$ cat config.mk
export PLATFORM = sky130hd
export DESIGN_NAME = sorted_priority_list
export DESIGN_NICKNAME = d
export VERILOG_FILES = /design/src/rtl/core/spl_pkg.sv /design/src/rtl/core/sorted_priority_list.sv /design/src/rtl/core/spl_cell.sv
export SDC_FILE = /design/constraint.sdc
export NUM_CORES = 1
export LEC_CHECK = 0
export ABC_AREA = 1
export BUFFER_PORTS_ARGS = -buffer_cell sky130_fd_sc_hd__buf_4
export CAP_MARGIN = 20
export CORE_MARGIN = 5
export CORE_UTILIZATION = 60
export DETAILED_ROUTE_END_ITERATION = 16
export PLACE_DENSITY_LB_ADDON = 0.15
export SETUP_SLACK_MARGIN = 0.05
export SYNTH_ARGS = -nofsm -noshare
export SYNTH_HDL_FRONTEND = slang
export SYNTH_SLANG_ARGS = --single-unit
export TNS_END_PERCENT = 20
$ cat constraint.sdc
create_clock -name clock -period 4.9 [get_ports clock]
set_input_delay 0.49 -clock clock [delete_from_list [all_inputs] [get_ports clock]]
set_output_delay 0.49 -clock clock [all_outputs]
set_load 0.02 [all_outputs]
$ cat src/rtl/core/spl_pkg.sv
// Package for the sorted priority list: transfer structs, entry type, status codes,
// the key ordering function and the controller state type.
// It has no dependencies; every other file in rtl/core refers to it.
package spl_pkg;

   localparam int DEFAULT_CAPACITY = 16;

   localparam logic FUNC_INSERT = 1'b0;
   localparam logic FUNC_SWAP   = 1'b1;

   localparam logic [2:0] STATUS_OK        = 3'd0;
   localparam logic [2:0] STATUS_FULL      = 3'd1;
   localparam logic [2:0] STATUS_SAME      = 3'd2;
   localparam logic [2:0] STATUS_NO_FIRST  = 3'd3;
   localparam logic [2:0] STATUS_NO_SECOND = 3'd4;

   typedef struct packed {
      logic               func;
      logic [3:0]         priority_req;
      logic signed [31:0] value;
      logic [3:0]         first_priority;
      logic [3:0]         second_priority;
   } req_type;

   typedef struct packed {
      logic [2:0]         status;
      logic               has_entry;
      logic [3:0]         out_priority;
      logic signed [31:0] out_value;
      logic               last;
   } rsp_type;

   typedef struct packed {
      logic [3:0]         prio;
      logic signed [31:0] val;
   } entry_type;

   // Ring movement requested from the cells. With pop the whole ring moves one cell
   // toward cell 0 and the tail takes the broadcast entry; without pop the broadcast
   // entry is appended behind the current tail.
   typedef struct packed {
      logic pop;
      logic push;
   } cell_ctrl_type;

   typedef enum logic [1:0] {
      ST_IDLE,
      ST_FIND,
      ST_EMIT
   } state_type;

   // True when key a is strictly below key b: priority first, then signed value.
   function automatic logic key_below(entry_type a, entry_type b);
      logic result;
      if (a.prio != b.prio) begin
         result = (a.prio < b.prio);
      end else begin
         result = (a.val < b.val);
      end
      return result;
   endfunction

endpackage

$ cat src/rtl/core/sorted_priority_list.sv
// Top level of the sorted priority list: a ring of spl_cell storage cells with a
// controller that searches, inserts, swaps and lists the entries through cell 0.
// Depends on spl_pkg and spl_cell.
//
//   Channel   Direction  Payload                Handshake
//   req_      in         spl_pkg::req_type      req_valid / req_stall
//   rsp_      out        spl_pkg::rsp_type      rsp_valid / rsp_stall
//
// Flow: an item is taken while the controller is idle. An insert then lists one entry
// per cycle while the result is not stalled: the old count plus one, or the old count on
// a full list. A swap of two different priorities on a nonempty list first turns the
// ring once and then lists; other swaps list at once. A swap on an empty list lists one
// marker. Reset clears the state machine, the entry count and the result valid; cell
// contents are only read below the count. A result stall halts listing, not the search.
module sorted_priority_list #(
   parameter int CAPACITY = spl_pkg::DEFAULT_CAPACITY
) (
   input  logic             clock,
   input  logic             reset,
   input  logic             req_valid,
   output logic             req_stall,
   input  spl_pkg::req_type req_data,
   output logic             rsp_valid,
   input  logic             rsp_stall,
   output spl_pkg::rsp_type rsp_data
);

   localparam int CW = $clog2(CAPACITY + 1);

   // The ring holds the list as a queue. During a listing, the old entries not yet
   // listed sit at the head and every listed entry is appended at the tail, so
   // after one full turn the new list again starts at cell 0.
   spl_pkg::entry_type     cell_entry [CAPACITY];
   spl_pkg::cell_ctrl_type cell_ctrl;
   spl_pkg::entry_type     tail_entry;
   spl_pkg::entry_type     head;

   spl_pkg::state_type state_ff, state_in;
   logic [CW-1:0]      count_ff, count_in;
   logic [CW-1:0]      old_count_ff, old_count_in;
   logic [CW-1:0]      step_ff, step_in;
   spl_pkg::req_type   req_ff, req_in;
   logic [2:0]         status_ff, status_in;
   logic               inserted_ff, inserted_in;
   logic               seen_a_ff, seen_a_in;
   logic               seen_b_ff, seen_b_in;
   spl_pkg::entry_type ent_a_ff, ent_a_in;
   spl_pkg::entry_type ent_b_ff, ent_b_in;
   logic               rsp_valid_ff, rsp_valid_in;
   spl_pkg::rsp_type   rsp_ff, rsp_in;

   for (genvar k = 0; k < CAPACITY; k++) begin : g_cell
      spl_pkg::entry_type right;
      if (k == CAPACITY - 1) begin : g_end
         assign right = cell_entry[k];
      end else begin : g_mid
         assign right = cell_entry[k + 1];
      end
      spl_cell #(
         .CAPACITY (CAPACITY),
         .INDEX    (k)
      ) u_cell (
         .clock     (clock),
         .ctrl      (cell_ctrl),
         .count     (count_ff),
         .right_in  (right),
         .tail_in   (tail_entry),
         .entry_out (cell_entry[k])
      );
   end

   assign head = cell_entry[0];

   // Decisions shared by the state machine and the datapath.
   spl_pkg::entry_type new_entry;
   spl_pkg::entry_type emit_entry;
   logic               out_free;
   logic               swap_search;
   logic               find_done;
   logic               match_a;
   logic               match_b;
   logic               old_left;
   logic               ins_pending;
   logic               ins_here;
   logic               swapping;
   logic               hit_a;
   logic               hit_b;
   logic               emit_fire;
   logic               emit_last;

   always_comb begin
      new_entry.prio = req_ff.priority_req;
      new_entry.val  = req_ff.value;
      out_free       = !rsp_valid_ff || !rsp_stall;
      swap_search    = (req_data.func == spl_pkg::FUNC_SWAP) &&
                       (req_data.first_priority != req_data.second_priority) &&
                       (count_ff != '0);
      find_done      = ((step_ff + CW'(1)) == count_ff);
      match_a        = (head.prio == req_ff.first_priority) && !seen_a_ff;
      match_b        = (head.prio == req_ff.second_priority) && !seen_b_ff;

      // The new entry goes in front of old entry 0 if it is strictly below it, and
      // in front of any later old entry that is not strictly below the new one.
      old_left    = (step_ff != old_count_ff);
      ins_pending = (req_ff.func == spl_pkg::FUNC_INSERT) && !inserted_ff;
      if (!ins_pending) begin
         ins_here = 1'b0;
      end else if (!old_left) begin
         ins_here = 1'b1;
      end else if (step_ff == '0) begin
         ins_here = spl_pkg::key_below(new_entry, head);
      end else begin
         ins_here = !spl_pkg::key_below(head, new_entry);
      end

      swapping = (req_ff.func == spl_pkg::FUNC_SWAP) && (status_ff == spl_pkg::STATUS_OK);
      hit_a    = swapping && old_left && match_a;
      hit_b    = swapping && old_left && match_b;

      if (ins_here) begin
         emit_entry = new_entry;
      end else if (hit_a) begin
         emit_entry = ent_b_ff;
      end else if (hit_b) begin
         emit_entry = ent_a_ff;
      end else begin
         emit_entry = head;
      end

      if (ins_here) begin
         emit_last = !old_left;
      end else if (old_left) begin
         emit_last = ((step_ff + CW'(1)) == old_count_ff) && !ins_pending;
      end else begin
         emit_last = 1'b1;
      end

      emit_fire = (state_ff == spl_pkg::ST_EMIT) && out_free;
   end

   // Next state.
   always_comb begin
      state_in = state_ff;
      case (state_ff)
         spl_pkg::ST_IDLE: begin
            if (req_valid) begin
               state_in = swap_search ? spl_pkg::ST_FIND : spl_pkg::ST_EMIT;
            end
         end
         spl_pkg::ST_FIND: begin
            if (find_done) begin
               state_in = spl_pkg::ST_EMIT;
            end
         end
         spl_pkg::ST_EMIT: begin
            if (emit_fire && emit_last) begin
               state_in = spl_pkg::ST_IDLE;
            end
         end
         default: begin
            state_in = spl_pkg::ST_IDLE;
         end
      endcase
   end

   // Datapath and ring control.
   always_comb begin
      count_in     = count_ff;
      old_count_in = old_count_ff;
      step_in      = step_ff;
      req_in       = req_ff;
      status_in    = status_ff;
      inserted_in  = inserted_ff;
      seen_a_in    = seen_a_ff;
      seen_b_in    = seen_b_ff;
      ent_a_in     = ent_a_ff;
      ent_b_in     = ent_b_ff;
      rsp_in       = rsp_ff;
      rsp_valid_in = rsp_valid_ff && rsp_stall;
      cell_ctrl    = '0;
      tail_entry   = head;

      case (state_ff)
         spl_pkg::ST_IDLE: begin
            if (req_valid) begin
               req_in       = req_data;
               step_in      = '0;
               old_count_in = count_ff;
               inserted_in  = 1'b0;
               seen_a_in    = 1'b0;
               seen_b_in    = 1'b0;
               if (req_data.func == spl_pkg::FUNC_INSERT) begin
                  if (count_ff == CW'(CAPACITY)) begin
                     status_in   = spl_pkg::STATUS_FULL;
                     inserted_in = 1'b1;
                  end else begin
                     status_in = spl_pkg::STATUS_OK;
                  end
               end else if (req_data.first_priority == req_data.second_priority) begin
                  status_in = spl_pkg::STATUS_SAME;
               end else if (count_ff == '0) begin
                  status_in = spl_pkg::STATUS_NO_FIRST;
               end else begin
                  status_in = spl_pkg::STATUS_OK;
               end
            end
         end
         spl_pkg::ST_FIND: begin
            // One full turn of the ring; remember the first entry of each of the two requested priorities.
            cell_ctrl.pop  = 1'b1;
            cell_ctrl.push = 1'b1;
            tail_entry     = head;
            if (match_a) begin
               seen_a_in = 1'b1;
               ent_a_in  = head;
            end
            if (match_b) begin
               seen_b_in = 1'b1;
               ent_b_in  = head;
            end
            if (find_done) begin
               step_in   = '0;
               seen_a_in = 1'b0;
               seen_b_in = 1'b0;
               if (!(seen_a_ff || match_a)) begin
                  status_in = spl_pkg::STATUS_NO_FIRST;
               end else if (!(seen_b_ff || match_b)) begin
                  status_in = spl_pkg::STATUS_NO_SECOND;
               end else begin
                  status_in = spl_pkg::STATUS_OK;
               end
            end else begin
               step_in = step_ff + CW'(1);
            end
         end
         spl_pkg::ST_EMIT: begin
            if (emit_fire) begin
               rsp_valid_in     = 1'b1;
               rsp_in.status    = status_ff;
               rsp_in.has_entry = ins_here || old_left;
               rsp_in.last      = emit_last;
               if (ins_here || old_left) begin
                  rsp_in.out_priority = emit_entry.prio;
                  rsp_in.out_value    = emit_entry.val;
               end else begin
                  rsp_in.out_priority = '0;
                  rsp_in.out_value    = '0;
               end
               tail_entry = emit_entry;
               if (ins_here) begin
                  cell_ctrl.push = 1'b1;
                  count_in       = count_ff + CW'(1);
                  inserted_in    = 1'b1;
               end else if (old_left) begin
                  cell_ctrl.pop  = 1'b1;
                  cell_ctrl.push = 1'b1;
                  step_in        = step_ff + CW'(1);
                  if (hit_a) begin
                     seen_a_in = 1'b1;
                  end
                  if (hit_b) begin
                     seen_b_in = 1'b1;
                  end
               end
            end
         end
         default: begin
         end
      endcase
   end

   always_ff @(posedge clock) begin
      if (reset) begin
         state_ff     <= spl_pkg::ST_IDLE;
         count_ff     <= '0;
         rsp_valid_ff <= 1'b0;
      end else begin
         state_ff     <= state_in;
         count_ff     <= count_in;
         rsp_valid_ff <= rsp_valid_in;
      end
   end

   always_ff @(posedge clock) begin
      old_count_ff <= old_count_in;
      step_ff      <= step_in;
      req_ff       <= req_in;
      status_ff    <= status_in;
      inserted_ff  <= inserted_in;
      seen_a_ff    <= seen_a_in;
      seen_b_ff    <= seen_b_in;
      ent_a_ff     <= ent_a_in;
      ent_b_ff     <= ent_b_in;
      rsp_ff       <= rsp_in;
   end

   assign req_stall = (state_ff != spl_pkg::ST_IDLE);
   assign rsp_valid = rsp_valid_ff;
   assign rsp_data  = rsp_ff;

`ifndef SYNTHESIS
   a_count_bound : assert property (@(posedge clock) disable iff (reset)
      count_ff <= CW'(CAPACITY))
      else $error("entry count above capacity");

   a_count_grows_by_one : assert property (@(posedge clock) disable iff (reset)
      !$past(reset) && (count_ff != $past(count_ff)) |-> (count_ff == $past(count_ff) + CW'(1)))
      else $error("entry count changed by other than one");

   a_find_nonempty : assert property (@(posedge clock) disable iff (reset)
      (state_ff == spl_pkg::ST_FIND) |-> (count_ff != '0) && (step_ff < count_ff))
      else $error("search pass on an empty ring or past its end");

   a_empty_marker_last : assert property (@(posedge clock) disable iff (reset)
      rsp_valid_ff && !rsp_ff.has_entry |-> rsp_ff.last && (count_ff == '0))
      else $error("empty marker while entries are held");
`endif

endmodule

$ cat src/rtl/core/spl_cell.sv
// One storage cell of the sorted priority list ring.
// Depends on spl_pkg for the entry and control types.
module spl_cell #(
   parameter int CAPACITY = spl_pkg::DEFAULT_CAPACITY,
   parameter int INDEX    = 0
) (
   input  logic                       clock,
   input  spl_pkg::cell_ctrl_type     ctrl,
   input  logic [$clog2(CAPACITY+1)-1:0] count,
   input  spl_pkg::entry_type         right_in,
   input  spl_pkg::entry_type         tail_in,
   output spl_pkg::entry_type         entry_out
);

   localparam int CW = $clog2(CAPACITY + 1);

   spl_pkg::entry_type entry_ff;
   spl_pkg::entry_type entry_in;

   always_comb begin
      entry_in = entry_ff;
      if (ctrl.push) begin
         if (ctrl.pop) begin
            if (CW'(INDEX + 1) == count) begin
               entry_in = tail_in;
            end else if (CW'(INDEX + 1) < count) begin
               entry_in = right_in;
            end
         end else if (CW'(INDEX) == count) begin
            entry_in = tail_in;
         end
      end
   end

   always_ff @(posedge clock) begin
      entry_ff <= entry_in;
   end

   assign entry_out = entry_ff;

endmodule
# ---- Word level (Yosys, flattened, before mapping)
# Index checks and enable logic that the tools add are counted.
dict set report classes {
  n_reduce_logical 77
  muxes 126
  order_cmp 19
  eq_ne 55
  bitwise 1
  addsub 2
}
# op count
set op_table {}
lappend op_table {{$mux 36} 68}
lappend op_table {{$lt 32x32->1} 2}
lappend op_table {{$reduce_and 3->1} 19}
lappend op_table {{$ne 3x1->1 const B} 15}
lappend op_table {{$eq 4x5->1 const A} 8}
lappend op_table {{$lt 4x5->1 const A} 8}
lappend op_table {{$reduce_bool 2->1} 19}
lappend op_table {{$mux 1} 33}
lappend op_table {{$mux 5} 5}
lappend op_table {{$eq 3x5->1 const A} 4}
lappend op_table {{$lt 3x5->1 const A} 4}
lappend op_table {{$mux 2} 8}
lappend op_table {{$ne 2x2->1 const B} 8}
lappend op_table {{$mux 3} 5}
lappend op_table {{$pmux 5 s3} 1}
lappend op_table {{$reduce_and 7->1} 2}
lappend op_table {{$logic_and 1x1->1} 13}
lappend op_table {{$eq 4x4->1} 3}
lappend op_table {{$ne 4x4->1} 3}
lappend op_table {{$add 5x1->5 const B} 2}
lappend op_table {{$eq 2x5->1 const A} 2}
lappend op_table {{$eq 5x5->1} 2}
lappend op_table {{$logic_not 5->1} 2}
lappend op_table {{$lt 2x5->1 const A} 2}
lappend op_table {{other kinds (25)} 42}
dict set report word_totals {
  regBits 758
  input_bits 49
}

# ---- Longest topological paths before layout
dict set report logic_depth {
  word_depth 14
  mapped_depth 24
}

# ---- Cells and area by module
# Synthesis repeated with hierarchy kept, for this count alone.
dict set report hier_totals {
  hier_cells 3679
  hier_area_um2 36653.9
}
# mod instances cells_per_inst area_each_um2 seq_area_each_um2
set modules_own_cells {}
lappend modules_own_cells {sorted_priority_list 1 995 9726.8 5385.2}
lappend modules_own_cells {{spl_cell at g_cell[13].u_cell ...} 2 168 1680.4 1081.0}
lappend modules_own_cells {{spl_cell at g_cell[14].u_cell} 1 171 1706.6 1081.0}
lappend modules_own_cells {{spl_cell at g_cell[2].u_cell} 1 169 1694.1 1081.0}
lappend modules_own_cells {{spl_cell at g_cell[10].u_cell} 1 170 1691.6 1081.0}
lappend modules_own_cells {{spl_cell at g_cell[9].u_cell} 1 170 1689.1 1081.0}
lappend modules_own_cells {{spl_cell at g_cell[5].u_cell} 1 168 1686.6 1081.0}
lappend modules_own_cells {{spl_cell at g_cell[12].u_cell} 1 169 1681.6 1081.0}
lappend modules_own_cells {{spl_cell at g_cell[8].u_cell} 1 167 1681.6 1081.0}
lappend modules_own_cells {{spl_cell at g_cell[6].u_cell} 1 167 1680.4 1081.0}
lappend modules_own_cells {{spl_cell at g_cell[3].u_cell} 1 167 1679.1 1081.0}
lappend modules_own_cells {{spl_cell at g_cell[7].u_cell} 1 166 1679.1 1081.0}
lappend modules_own_cells {{spl_cell at g_cell[11].u_cell} 1 167 1676.6 1081.0}
lappend modules_own_cells {{spl_cell at g_cell[1].u_cell} 1 166 1675.4 1081.0}
lappend modules_own_cells {{2 more rows} n/a n/a n/a n/a}

# ---- Least setup slack after synthesis
# No wires, ideal clock.
dict set report synth_path {
  kind {register to register}
  startpoint {register g_cell[0].u_cell.entry_ff, in the netlist g_cell[0].u_cell.entry_out[31]}
  endpoint {register g_cell[4].u_cell.entry_ff, in the netlist g_cell[4].u_cell.entry_out[0], enable pin}
  slack_ns 0.547
  setup_ns 0.441
  path_stages_with_launch 19
  t_required_ns 4.459
  path_buffers 1
  arrival_time_ns 3.911
  synth_period_minus_slack_ns 4.353
  cell_sequence {edfxtp_1 -> ha_1 -> nand2_1 -> nor2_2 -> nand2_1 -> nor2_1 -> nand2_1 -> nand3_1 -> nor2_1 -> a21oi_1 -> nand2_1 -> nand2_2 -> nand2_4 -> nand2_2 -> nand2_4 -> buf_2 -> nand2_1 -> inv_1 -> a21oi_1}
}
dict set report synth_via {
  elab_chain_len 14
  elab_cells_between_ends 18
}
# element line_no
set synth_rtl {}
lappend synth_rtl {{start: declaration} spl_cell.sv:17} ;# spl_pkg::entry_type entry_ff;
lappend synth_rtl {{start signal: assignment} spl_cell.sv:36} ;# entry_ff <= entry_in;
lappend synth_rtl {{$lt 32x32->1} spl_pkg.sv:58} ;# result = (a.val < b.val);
lappend synth_rtl {{$mux 1} spl_pkg.sv:55} ;# if (a.prio != b.prio) begin
lappend synth_rtl {{$mux 1} sorted_priority_list.sv:110} ;# end else if (step_ff == '0) begin
lappend synth_rtl {{$mux 1} sorted_priority_list.sv:108} ;# end else if (!old_left) begin
lappend synth_rtl {{$mux 1} sorted_priority_list.sv:106} ;# if (!ins_pending) begin
lappend synth_rtl {{$logic_not 1->1} sorted_priority_list.sv:113} ;# ins_here = !spl_pkg::key_below(head, new_entry);
lappend synth_rtl {{$mux 1 (*)} sorted_priority_list.sv:110}
lappend synth_rtl {{$mux 1 (*)} sorted_priority_list.sv:108}
lappend synth_rtl {{$mux 1 (*)} sorted_priority_list.sv:106}
lappend synth_rtl {{$mux 1} sorted_priority_list.sv:250} ;# if (ins_here) begin
lappend synth_rtl {{$mux 2 (*)} sorted_priority_list.sv:237} ;# if (emit_fire) begin
lappend synth_rtl {{$pmux 2 s2 (*)} sorted_priority_list.sv:183} ;# case (state_ff)
lappend synth_rtl {{$ne 3x1->1 (no source line) / $reduce_bool 2->1 (equally long branches)} n/a}
lappend synth_rtl {{$reduce_and 3->1 (no source line) (*)} n/a}
lappend synth_rtl {{end signal: assignment} spl_cell.sv:36}
lappend synth_rtl {{end: declaration} spl_cell.sv:17}
# Mark *: on every way between the ends. The rest lies on a longest branch, timed or not. The select of a mux whose other input is x is not followed.
# A chain may end at the register's enable or synchronous reset.

# ---- Worst setup path in the final report
dict set report layout_path {
  startpoint {register g_cell[0].u_cell.entry_ff, in the netlist g_cell[0].u_cell.entry_out[3]}
  endpoint {register g_cell[3].u_cell.entry_ff, in the netlist g_cell[3].u_cell.entry_out[10], data pin}
}
dict set report layout_via {
  elab_chain_len 14
  elab_cells_between_ends 20
}
# element line_no
set layout_rtl {}
lappend layout_rtl {{$lt 32x32->1} spl_pkg.sv:58}
lappend layout_rtl {{$mux 1} spl_pkg.sv:55}
lappend layout_rtl {{$mux 1} sorted_priority_list.sv:110}
lappend layout_rtl {{$mux 1} sorted_priority_list.sv:108}
lappend layout_rtl {{$mux 1} sorted_priority_list.sv:106}
lappend layout_rtl {{$logic_not 1->1} sorted_priority_list.sv:113}
lappend layout_rtl {{$mux 1 (*)} sorted_priority_list.sv:110}
lappend layout_rtl {{$mux 1 (*)} sorted_priority_list.sv:108}
lappend layout_rtl {{$mux 1 (*)} sorted_priority_list.sv:106}
lappend layout_rtl {{$mux 36} sorted_priority_list.sv:120} ;# if (ins_here) begin
lappend layout_rtl {{$mux 36} sorted_priority_list.sv:237}
lappend layout_rtl {{$mux 36} sorted_priority_list.sv:183}
lappend layout_rtl {{$mux 36 (on tied branches)} {spl_cell.sv:29, spl_cell.sv:24}}
lappend layout_rtl {{$mux 36 (*)} spl_cell.sv:23} ;# if (ctrl.pop) begin
lappend layout_rtl {{end signal: assignment} spl_cell.sv:36}
lappend layout_rtl {{end: declaration} spl_cell.sv:17}
# Marks and branches as above.

==> impl_summary.md <==
Global routing
The wire length of the first global-routing pass is roughly 130 mm. The largest net degree at the start of global routing is ~190. The all-layer global routing usage is between 20% and 30%. The number of global-route vias before repair is about 25000. The initial antenna violation count came to 0. Global routing finished with a remaining overflow of 0.

Floorplan
In this run the count of I/O pins placed on the die edge is ~90. The floorplan step defined a die boundary enclosing between 0.06 and 0.07 mm2. From bottom edge to top edge, the die measures 257.4 um. The floorplan die width is about 260 um. The region available for standard cell placement spans 0.06047 mm2. Once the floorplan was initialized, standard cells occupied 60.71% of the core. Row generation in the floorplan step produced 90 rows.

Yosys
The primary flip-flop cell chosen by synthesis mapping is edfxtp_1. The share of synthesized flip-flops with an asynchronous set or reset is 0%. The synthesized cell area is 0.03671 mm2. The most frequently used cell type in the post-synthesis netlist is nand2_1. Counting every instance in the synthesized netlist gives ~3600. The post-synth net total is around 3700. The dominant cell type by area after synthesis is edfxtp_1. Ranked by total cell area, the synthesized netlist is headed by edfxtp_1 61%, nand2_1 14%, nand4_1 9.5%.

The number of distinct library cells after synthesis is 40. The synthesized area per cell is 10.26 um2. In this run the biggest area consumer among cell types represents 61.35% of the synthesized area. By count the netlist is led by 1324 x nand2_1, 750 x edfxtp_1, 557 x nand4_1, 159 x nand3_1, 118 x inv_1.

Summing the sequential cell areas from Yosys gives roughly 62% of the chip area. The total of warnings raised by yosys is 0. Counting flops and latches in the post-synthesis netlist gives between 700 and 800.

Counting flops with a built-in enable in the synthesized netlist gives 750.

Timing
Of the available clock period, the critical path in the final layout requires 84.73%. For the pin with the worst max-slew slack, the measured transition is about 940 ps. On the final layout, the worst clock skew is between 10 and 15 ps. The worst-case headroom to the max-slew limit is ~38%. The setup violation total in the final timing report is 0.

For this run, the top clock speed supported by timing is 240.9 MHz. The final-report max-slew violation count is 0. The routed design could run at a clock period as short as roughly 4200 ps. Adding up every negative setup slack in the final design gives 0 ps. The number of hold violations in the final report came to 0. Setup repair after global routing left no endpoint under its margin.

Final layout
The repair_antennas step left the layout with diodes totalling 0. The number of nets in the layout is approximately 3600. The synthesis-to-layout area growth is 7.750%. The post-route netlist has under 10% of its cells at a drive strength greater than 1.

Clock network
The clock net sink count is roughly 760. Clock tree synthesis inserted a total of 79 buffers. The clock tree synthesis step divided the H-tree into 3 levels. The maximum clock insertion buffer count is 3. The hold buffer count at cts is 0.

The post-cts gate resize count is 0. Clock-pin slew was measured on the worst setup and hold paths at 60 ps. TritonCTS built the clock tree.

The worst-skew pair later-pin latency is roughly 610 ps. The post-CTS setup repair buffer count is 0. The clock tree root driver cell is clkbuf_16.

Detailed routing
In the final routed layout, each cell accounts on average for between 15 and 20 um. The DRC violation total after the first TritonRoute iteration is 2213. The via density per instance is about 6. The first-pass iteration count of the detailed router is 6. The wire length reported by the detailed router is roughly 79 mm. The total DRC errors in the routed layout is 0. The count of antenna-violating nets left after detailed routing is 0.

The via count is approximately 26000.

Setup path
The critical path is of the flop to flop type. Of all nets on the critical path, the largest fanout is 133. The category of the worst setup path launch point is a flop. The arrival time of data at the critical path endpoint is about 4500 ps.

The critical path data required time is ~5300 ps. The endpoint kind of the worst setup timing path is a flop.

Power
Dividing total power by cell area gives a power density of 657.5 mW/mm2. The sequential cell fraction of total power is between 30 and 40%. The clock network accounts for 21.9% of the total power.

The static leakage power is between 15 and 20 nW. The switching share of power is roughly two fifths. The internal power consumption is 15.40 mW.

Total power for the finished layout comes to roughly 26 mW. VDD sags by at most 663.0 uV. The reported net switching power is 10.61 mW. Combinational logic is responsible for between 40% and 50% of the overall power.

Outcome
The run finished with clean final reports.

Placed design
Routability-driven placement finished with a final weighted congestion of between 0.8 and 0.9. Detailed placement finished with a half-perimeter wire length of about 49 mm. During placement, the flow inserted port buffers numbering 91.

Job
The max capacitance violation total is 0.

Hold path
The tightest min-delay check is of the primary input to flop type.
placed cells by master (no fill, tap or decap), drive strengths merged:
cell type	Yosys	final
a21oi	36	36
ha	45	45
nand3b	3	3
or2	2	2
clkinv	1	29
a31oi	1	1
o31ai	2	2
edfxtp	750	750
dfxtp	8	8
inv	120	123
a21boi	1	1
nor2	94	94
clkinvlp	0	1
xor2	9	9
a21o	1	1
nor4	1	1
a211oi	1	1
nor3	10	10
xnor2	17	17
nand2	1364	1364
nand3	184	184
clkbuf	110	103
nand4	557	557
o21ai	56	56
o211ai	1	1
o22ai	1	1
buf	202	154
bufinv	0	4
power by group through the flow:
stage          Combinational [mW]  Clock, mW  Sequential, mW
6_report                     10.5       5.70            9.79
5_1_grt                      11.9       6.06            9.86
4_1_cts                      10.4       5.80            9.79
3_5_place_dp                 10.4          0            9.92
3_3_place_gp                 9.90          0            9.88
2_1_floorplan                8.47          0            9.98
cell type report:
| class | instances | area, um2 |
|---|---|---|
| Inverter | 121 | 454.2 |
| Tap cell | 782 | 978.4 |
| Multi-Input combinational cell | 2386 | 11800 |
| Sequential cell | 758 | 22680 |
| Clock buffer | 103 | 2152 |
| Fill cell | 4604 | 20910 |
| Timing Repair Buffer | 154 | 1219 |
| Clock inverter | 36 | 272.8 |
kinds of logic after synthesis:
| family | after synthesis | synth area share (%) |
|---|---|---|
| DFF | 758 | 61.78 |
| buffers and inverters | 433 | 6.346 |
| xor gates and xnor gates | 26 | 0.6203 |
| AOI/OAI and AO/OA | 100 | 1.411 |
| and+or+nand+nor | 2215 | 28.31 |
| adders and majority gates | 45 | 1.534 |
critical path, stage by stage, from the launching register on:
cell,delay (ps)
edfxtp_1,450
ha_1,330
nand2_1,160
nor3_1,350
nand3_1,220
nand3b_1,210
nand2_1,80
a21oi_1,50
nand2_1,110
nand2_2,80
nand2_4,60
nand2_2,190
nand2_8,260
buf_12,460
nand3_4,480
nand2_1,230
nand2_1,70
routing by layer:
metal	up-vias	part of all wire [%]	GRT usage [%]
li1	12490	-	-
met3	115	6.7	3.529
met2	926	49	39.47
met4	0	2.2	7.120
met1	12520	42	32.07
met5	-	0	0
worst paths after layout:
| kind | from | to | slack (ps) | cells after the start |
|---|---|---|---|---|
| worst min-delay path | req_data[27] | new_entry[19]$_DFFE_PP_ | 60 | 1 |
| worst max register to register | g_cell[0].u_cell.entry_out[3]$_DFFE_PP_ | g_cell[3].u_cell.entry_out[10]$_DFFE_PP_ | 750 | 16 |
| worst min register to register | status_ff[2]$_SDFFCE_PN0P_ | rsp_data[40]$_DFFE_PP_ | 450 | 0 |
| worst max-delay path | g_cell[0].u_cell.entry_out[3]$_DFFE_PP_ | g_cell[3].u_cell.entry_out[10]$_DFFE_PP_ | 750 | 16 |
flip-flops by register name, indices dropped and copies added (netlist names), 2 cells and up:
signal / count
count_ff: 5
ent_a_ff: 36
ent_b_ff: 36
g_cell.u_cell.entry_out: 576
new_entry: 36
old_count_ff: 5
req_ff: 9
rsp_data: 41
state_ff: 2
status_ff: 3
step_ff: 5
per-stage QoR:
stage / cells / setup WS (ps) / hold WS (ps) / utilization, % / area [um2]
2_1_floorplan: 3577 / 547.3 / 406.4 / - / 36710
3_3_place_gp: 4200 / 943.6 / 438.4 / 61.37 / 37110
3_5_place_dp: 4200 / 848.5 / 435.7 / 61.37 / 37110
4_1_cts: 4339 / 838.1 / 24.66 / 65.38 / 39540
5_1_grt: 4340 / 457.9 / 30.31 / 65.41 / 39560
6_report: 4340 / 748.5 / 57.96 / 65.41 / 39560
(Power assumes the default switching activity.)
